$ cat src/rtl/ssc_pkg.sv
// Shared types, constants and glyph table for the seven-segment scan controller.
package ssc_pkg;

   localparam int NUM_DIGITS = 8;
   localparam int POS_W      = 3;
   localparam int CODE_W     = 4;
   localparam int SEG_W      = 7;
   localparam int TICK_W     = 16;
   localparam int CSR_IDX_W  = 2;

   localparam logic [CODE_W-1:0] CODE_BLANK = 4'd12;

   localparam logic [TICK_W-1:0] BLANK_TICKS_RST = 16'd16;
   localparam logic [TICK_W-1:0] SETUP_TICKS_RST = 16'd16;
   localparam logic [TICK_W-1:0] HOLD_TICKS_RST  = 16'd1024;

   localparam logic [CSR_IDX_W-1:0] CSR_BLANK_TICKS = 2'd0;
   localparam logic [CSR_IDX_W-1:0] CSR_SETUP_TICKS = 2'd1;
   localparam logic [CSR_IDX_W-1:0] CSR_HOLD_TICKS  = 2'd2;

   localparam logic OP_TICK  = 1'b0;
   localparam logic OP_WRITE = 1'b1;

   typedef enum logic [2:0] {
      PH_BLANK = 3'b001,
      PH_SETUP = 3'b010,
      PH_HOLD  = 3'b100
   } phase_type;

   typedef struct packed {
      logic [TICK_W-1:0] blank_ticks;
      logic [TICK_W-1:0] setup_ticks;
      logic [TICK_W-1:0] hold_ticks;
   } timing_type;

   typedef struct packed {
      logic [POS_W-1:0] digit_index;
      logic             digit_enable;
      logic [SEG_W-1:0] segments;
   } drive_type;

   function automatic logic [SEG_W-1:0] glyph_segments(input logic [CODE_W-1:0] code);
      logic [SEG_W-1:0] seg;
      case (code)
         4'd0:    seg = 7'h3F;
         4'd1:    seg = 7'h06;
         4'd2:    seg = 7'h5B;
         4'd3:    seg = 7'h4F;
         4'd4:    seg = 7'h66;
         4'd5:    seg = 7'h6D;
         4'd6:    seg = 7'h7D;
         4'd7:    seg = 7'h07;
         4'd8:    seg = 7'h7F;
         4'd9:    seg = 7'h6F;
         4'd10:   seg = 7'h40;
         4'd11:   seg = 7'h79;
         default: seg = 7'h00;
      endcase
      return seg;
   endfunction

endpackage

$ cat src/rtl/seven_segment_scan_controller.sv
// Top level: config registers, digit store, scan engine and result register.
//
//   channel  direction  word                                   handshake
//   req_     in         tuser: opcode; tdata: position, glyph  req_tvalid/req_tready
//   rsp_     out        tdata: segments, enable, index         rsp_tvalid/rsp_tready
//   csr_     in         csr_index, csr_data                    csr_valid/csr_ready
//
// One word in per cycle while req_tready is high; each result appears in the
// cycle after its word is taken, set by the single result register. reset
// restores timings 16/16/1024, blanks all digits and returns the scan to
// position 0, blanking phase. A stalled result holds; req_tready drops only
// while the result register is full and not being taken. csr_ready is always high.
module seven_segment_scan_controller (
   input  logic                            clock,
   input  logic                            reset,
   input  logic                            req_tvalid,
   output logic                            req_tready,
   input  logic [7:0]                      req_tdata,  // digit_position[2:0], glyph_code[6:3], 0
   input  logic                            req_tuser,  // opcode
   output logic                            rsp_tvalid,
   input  logic                            rsp_tready,
   output logic [15:0]                     rsp_tdata,  // segments[6:0], digit_enable[7], digit_index[10:8], 0
   input  logic                            csr_valid,
   output logic                            csr_ready,
   input  logic [ssc_pkg::CSR_IDX_W-1:0]   csr_index,
   input  logic [ssc_pkg::TICK_W-1:0]      csr_data
);
   import ssc_pkg::*;

   timing_type       timing_ff;
   drive_type        drive;
   drive_type        rsp_data_ff;
   logic             rsp_valid_ff;
   logic             req_fire;
   logic             tick_en;
   logic             wr_en;
   logic [POS_W-1:0] rd_pos;
   logic [CODE_W-1:0] rd_code;

   assign csr_ready  = 1'b1;
   assign req_tready = !rsp_valid_ff || rsp_tready;
   assign req_fire   = req_tvalid && req_tready;
   assign tick_en    = req_fire && (req_tuser == OP_TICK);
   assign wr_en      = req_fire && (req_tuser == OP_WRITE);
   assign rsp_tvalid = rsp_valid_ff;
   assign rsp_tdata  = {5'b0, rsp_data_ff};

   always_ff @(posedge clock) begin
      if (reset) begin
         timing_ff.blank_ticks <= BLANK_TICKS_RST;
         timing_ff.setup_ticks <= SETUP_TICKS_RST;
         timing_ff.hold_ticks  <= HOLD_TICKS_RST;
      end else if (csr_valid) begin
         unique case (csr_index)
            CSR_BLANK_TICKS: timing_ff.blank_ticks <= csr_data;
            CSR_SETUP_TICKS: timing_ff.setup_ticks <= csr_data;
            CSR_HOLD_TICKS:  timing_ff.hold_ticks  <= csr_data;
            default: ;
         endcase
      end
   end

   ssc_digit_store u_store (
      .clock   (clock),
      .reset   (reset),
      .wr_en   (wr_en),
      .wr_pos  (req_tdata[2:0]),
      .wr_code (req_tdata[6:3]),
      .rd_pos  (rd_pos),
      .rd_code (rd_code)
   );

   ssc_scan_engine u_engine (
      .clock   (clock),
      .reset   (reset),
      .tick_en (tick_en),
      .timing  (timing_ff),
      .rd_code (rd_code),
      .rd_pos  (rd_pos),
      .drive   (drive)
   );

   always_ff @(posedge clock) begin
      if (reset) begin
         rsp_valid_ff <= 1'b0;
      end else if (req_fire) begin
         rsp_valid_ff <= 1'b1;
      end else if (rsp_tready) begin
         rsp_valid_ff <= 1'b0;
      end
   end

   always_ff @(posedge clock) begin
      if (req_fire) begin
         rsp_data_ff <= drive;
      end
   end

`ifndef SYNTH
   a_accept_gives_result: assert property (@(posedge clock) disable iff (reset)
      req_fire |=> rsp_tvalid)
      else $error("accepted word produced no result");

   a_index_zero_when_dark: assert property (@(posedge clock) disable iff (reset)
      (rsp_tvalid && !rsp_data_ff.digit_enable) |-> (rsp_data_ff.digit_index == '0))
      else $error("digit index nonzero while no digit selected");

   a_backpressure: assert property (@(posedge clock) disable iff (reset)
      (rsp_tvalid && !rsp_tready) |-> !req_tready)
      else $error("input taken while result register is stalled");
`endif

endmodule

$ cat src/rtl/ssc_digit_store.sv
// Glyph code store, one register per digit position, reset to blank.
module ssc_digit_store (
   input  logic                        clock,
   input  logic                        reset,
   input  logic                        wr_en,
   input  logic [ssc_pkg::POS_W-1:0]   wr_pos,
   input  logic [ssc_pkg::CODE_W-1:0]  wr_code,
   input  logic [ssc_pkg::POS_W-1:0]   rd_pos,
   output logic [ssc_pkg::CODE_W-1:0]  rd_code
);
   import ssc_pkg::*;

   logic [CODE_W-1:0] store_ff [NUM_DIGITS];
   logic              pos_ok;

   assign pos_ok  = ({1'b0, wr_pos} < (POS_W+1)'(NUM_DIGITS));
   assign rd_code = store_ff[rd_pos];

   always_ff @(posedge clock) begin
      if (reset) begin
         for (int i = 0; i < NUM_DIGITS; i++) begin
            store_ff[i] <= CODE_BLANK;
         end
      end else if (wr_en && pos_ok) begin
         store_ff[wr_pos] <= wr_code;
      end
   end

endmodule

$ cat src/rtl/ssc_scan_engine.sv
// Scan timer: phase state machine, phase counter, position and segment latch.
module ssc_scan_engine (
   input  logic                        clock,
   input  logic                        reset,
   input  logic                        tick_en,
   input  ssc_pkg::timing_type         timing,
   input  logic [ssc_pkg::CODE_W-1:0]  rd_code,
   output logic [ssc_pkg::POS_W-1:0]   rd_pos,
   output ssc_pkg::drive_type          drive
);
   import ssc_pkg::*;

   phase_type         phase_ff, phase_in;
   logic [TICK_W-1:0] count_ff, count_in;
   logic [POS_W-1:0]  pos_ff, pos_in;
   logic [SEG_W-1:0]  latch_ff, latch_in;
   logic [TICK_W-1:0] len_raw, len_eff;
   logic [TICK_W:0]   count_inc;
   logic              phase_done;
   logic              load;

   assign rd_pos = pos_ff;
   assign load   = tick_en && (phase_ff == PH_SETUP) && (count_ff == '0);

   always_comb begin
      unique case (phase_ff)
         PH_SETUP: len_raw = timing.setup_ticks;
         PH_HOLD:  len_raw = timing.hold_ticks;
         default:  len_raw = timing.blank_ticks;
      endcase
   end

   assign len_eff    = (len_raw == '0) ? TICK_W'(1) : len_raw;
   assign count_inc  = {1'b0, count_ff} + (TICK_W+1)'(1);
   assign phase_done = (count_inc >= {1'b0, len_eff});

   // show the glyph on the first setup tick already
   always_comb begin
      latch_in = load ? glyph_segments(rd_code) : latch_ff;
      drive.segments     = latch_in;
      drive.digit_enable = (phase_ff == PH_HOLD);
      drive.digit_index  = (phase_ff == PH_HOLD) ? pos_ff : '0;
   end

   always_comb begin
      phase_in = phase_ff;
      pos_in   = pos_ff;
      count_in = phase_done ? '0 : count_inc[TICK_W-1:0];
      if (phase_done) begin
         unique case (phase_ff)
            PH_BLANK: phase_in = PH_SETUP;
            PH_SETUP: phase_in = PH_HOLD;
            PH_HOLD: begin
               phase_in = PH_BLANK;
               pos_in   = ({1'b0, pos_ff} >= (POS_W+1)'(NUM_DIGITS - 1)) ? '0
                                                                        : pos_ff + 1'b1;
            end
            default: phase_in = PH_BLANK;
         endcase
      end
   end

   always_ff @(posedge clock) begin
      if (reset) begin
         phase_ff <= PH_BLANK;
         count_ff <= '0;
         pos_ff   <= '0;
         latch_ff <= '0;
      end else if (tick_en) begin
         phase_ff <= phase_in;
         count_ff <= count_in;
         pos_ff   <= pos_in;
         latch_ff <= latch_in;
      end
   end

endmodule

$ cat config.mk
export PLATFORM = sky130hd
export DESIGN_NAME = seven_segment_scan_controller
export DESIGN_NICKNAME = d
export VERILOG_FILES = /design/src/rtl/ssc_pkg.sv /design/src/rtl/seven_segment_scan_controller.sv /design/src/rtl/ssc_digit_store.sv /design/src/rtl/ssc_scan_engine.sv
export SDC_FILE = /design/constraint.sdc
export NUM_CORES = 1
export LEC_CHECK = 0
export BUFFER_PORTS_ARGS = -buffer_cell sky130_fd_sc_hd__buf_2
export CELL_PAD_IN_SITES_DETAIL_PLACEMENT = 1
export CELL_PAD_IN_SITES_GLOBAL_PLACEMENT = 1
export CORE_UTILIZATION = 46
export CTS_BUF_LIST = sky130_fd_sc_hd__clkbuf_16
export DETAILED_ROUTE_END_ITERATION = 12
export PLACE_DENSITY = 0.89
export SETUP_SLACK_MARGIN = 0.15
export SLEW_MARGIN = 20
export SYNTH_ARGS = -nofsm -noshare
export SYNTH_HDL_FRONTEND = slang
export SYNTH_SLANG_ARGS = --single-unit
$ cat constraint.sdc
create_clock -name clock -period 4.4 [get_ports clock]
set_clock_uncertainty 0.15 [all_clocks]
set_input_delay 0.88 -clock clock [delete_from_list [all_inputs] [get_ports clock]]
set_output_delay 0.88 -clock clock [all_outputs]
set_load 0.05 [all_outputs]
==> metrics.md <==
| Metric | Value |
|---|---|
| Nets | 800 |
| Pwr Density | 417 nW/um^2 |
| # hold bufs at CTS | 0 |
| H-Tree Depth | 4 |
| Maximum fanout along the worst path | 9 |
| Final Hold Viols | 0 |
| Post-synth top area share | 24.9% |
| Avg Inst Size Synth | 9.08 um^2 |
| CP peak stage delay | 0.53 ns |
| Root Buffer Master | clkbuf_16 |
| Final Util | 54.6% |
| Post-DP HPWL | 12500 um |
| Async S/R FF share, synth | 0% |
| Slowest library cell on the worst path | dfxtp_1 |
| Initial antenna violation count | 0 |
| Hold Path End | timing_ff[17] |
| Gpl congestion | 0.818 |
| Die Span Y | 121 um |
| Area Growth Syn to Fin | 16.2% |
| Post-route DRC | 0 |
| Clock-pin slew on the worst setup and hold paths | 0.06 ns |
| Final wirelength | 19100 um |
| DR iter-0 viols | 281 |
| IO Port Bufs | 43 |
| EDFF count, synth | 43 |
| Netlist Area Pre-Place | 6500 um^2 |
| Top post-synthesis cells by area | dfxtp_1 25%, edfxtp_1 20%, nand2_1 6.8%, a21oi_1 5.3%, ha_1 4.8% |
| Commonest cells post-synth | 118 x nand2_1, 81 x dfxtp_1, 69 x a21oi_1 |
| All-Layer GR Usage | 27.2% |
| N_diodes | 0 |
| Pins over their slew limit | 0 |
| Critical-path cell list | nand3_2 -> or3_1 -> or3_1 -> a21o_1 -> ha_1 -> nand3_1 -> nor4_1 -> a211o_1 -> a211oi_4 -> buf_4 -> or4_1 -> a21oi_1 |
| #FFs+latches synth | 124 |
| Largest net degree at the start of global routing | 98 |
| Leak Pwr | 2.79 nW |
| Distinct cells, synth | 63 |
| CTS Buf Count | 17 |
| R2R Path Start | u_engine.count_ff[5] |
| WL/cell | 20.4 um |
| Worst R2R End | u_engine.rd_pos[0] |
| Max IR drop VDD | 303 uV |
| Worst Path Buf+Inv | 1 |
| Reg2reg setup slack | 0.29 ns |
| RSZ-0062 raised after global routing | true |
| Layout cells sized above 1 | 15.5% |
| # IOs | 51 |
| Max-cap check violation count | 0 |
| Hold Crit Class | reg -> reg |
| Vias per std cell | 6.20 |
| Die W | 121 um |
| Main flop type after synthesis | dfxtp_1 |
| Max Fclk | 243 MHz |
| Antenna-violating nets left | 0 |
| Initial Util | 47.0% |
| Syn Inst Count | 716 |
| Yosys warns | 0 |
| Multi-input logic area | 3340 um^2 |
| Most frequent cell after synthesis | nand2_1 |
| Top Family by Delay on Critical Path | simple AND/OR/NAND/NOR gates |
| Worst hold path depth | 2 |
| Vias in the first global route | 5856 |
| CP required | 4.59 ns |
| DRT Pass-1 Iters | 5 |
| Setup_tns | 0 ns |
| FP Rows | 43 |
| Register-to-Register Path Depth | 12 |
| Slew margin rel. | 31.8% |
| Sequential-to-total area share from yosys stat | 44.8% |
| Status | finished, final reports clean |
| Area leader, netlist | dfxtp_1 |
| Die footprint | 14600 um^2 |
| Final setup vio count | 0 |
| Critical path class | reg -> reg |
| Slew @ Worst Pin | 1.02 ns |
| Clock Sinks | 124 |
| Min-delay src | timing_ff[17] |
| Final Critical Period | 4.11 ns |
| Via count | 5801 |
| Maximum clock path buffer count | 2 |
| Startpoint types | flip-flop |
| GRT overflow | 0 |
| Core ar. | 13800 um^2 |
| Clock Latency Late Sink | 0.43 ns |
| Crit path top cell by count | or3_1 |
| CTS tree | yes |
| Worst EP arrival | 4.30 ns |
| First-pass GRT wire length | 30200 um |
| Final Cycle Share | 93.4% |
| Crit. End Element | flip-flop |
| Fillers | 1545 |
| FF+latch area | 2910 um^2 |
cell usage in the layout (no fill, tap or decap), types with 14 or more instances in the layout:
master	count
a21oi_1	69
and2_1	16
buf_2	43
clkbuf_16	17
dfxtp_1	81
edfxtp_1	43
ha_1	25
inv_1	14
nand2_1	118
nand3_1	21
nor2_1	25
o21ai_0	47
o221ai_1	20
or3_1	17
layout make-up:
cell class / instances / share of cell area, %
timing repair buffer: 57 / 4.46
inverter: 15 / 0.795
sequential: 124 / 38.6
clock buffer: 17 / 5.63
tap: 180 / 2.98
multi-input combinational: 528 / 44.3
clock inverter: 15 / 3.33
per-stage QoR:
step	total power [mW]	hold slack [ns]	instance area, um^2	setup WS (ns)	std cells
2_1_floorplan	1.43	0.286	6520	1.02	720
3_3_place_gp	1.50	0.293	6820	0.481	902
3_5_place_dp	1.52	0.302	6820	0.147	902
4_1_cts	3.15	0.310	7500	0.205	934
5_1_grt	3.23	0.328	7550	0.135	936
6_report	3.15	0.310	7550	0.292	936
metal layers:
metal  global-route usage (%)  vias to the layer above  share of wire (%)
met5                        0                        -                  0
met4                     14.0                        0                3.1
met3                     5.92                       56                5.6
met2                     47.5                      201                 52
met1                     31.2                     2898                 40
li1                         -                     2646                  -
power by group:
part	internal (mW)	leakage (nW)	switching [mW]	total [mW]
combinational	0.0876	1.39	0.191	0.278
clock	1.11	0.329	0.526	1.63
sequential	1.22	1.07	0.0201	1.24
worst min-delay path, cell delays in order, from the launching register on:
cell	delay, ns
dfxtp_1	0.31
nand2_1	0.05
a21oi_1	0.05
how the worst max path moves through the flow:
stage	startpoint	endpoint	slack [ns]	depth (start not counted)
after floorplan	u_engine.count_ff[5]	u_engine.count_ff[12]	1.02	12
after global placement	u_engine.phase_ff[1]	u_engine.count_ff[15]	0.48	14
after detailed placement	u_engine.phase_ff[1]	u_engine.count_ff[9]	0.15	14
after CTS	u_engine.phase_ff[1]	u_engine.count_ff[9]	0.20	14
after global routing	u_engine.phase_ff[1]	u_engine.count_ff[9]	0.14	15
final	u_engine.count_ff[5]	u_engine.rd_pos[0]	0.29	12
state kept, by name, indices dropped and copies added (netlist names), named ones only:
register / flops
rsp_tdata: 11
u_engine.rd_pos: 3
timing_ff: 48
rsp_tvalid: 1
u_store.store_ff: 32
u_engine.phase_ff: 3
u_engine.latch_ff: 7
u_engine.count_ff: 16
cell families (layout without fill, tap and decap cells):
group | count (synthesis) | count (layout) | synth area share, %
AO/OA/AOI/OAI | 180 | 180 | 17.0
adder cells (fa/ha/maj) | 25 | 25 | 4.81
multiplexers | 15 | 15 | 4.50
XOR/XNOR | 12 | 12 | 1.62
buffers and inverters | 68 | 104 | 4.56
other | 2 | 6 | 0.116
flip-flops | 124 | 124 | 44.8
AND/OR/NAND/NOR | 290 | 290 | 22.6
what timing repair did:
action	4_1_cts	5_1_grt
setup buffers	0	2
setup endpoints to repair	1	18
gates cloned	0	0
resized for setup	1	5
pin swaps	0	1
hold endpoints to repair	0	0
(Power assumes the default switching activity.)
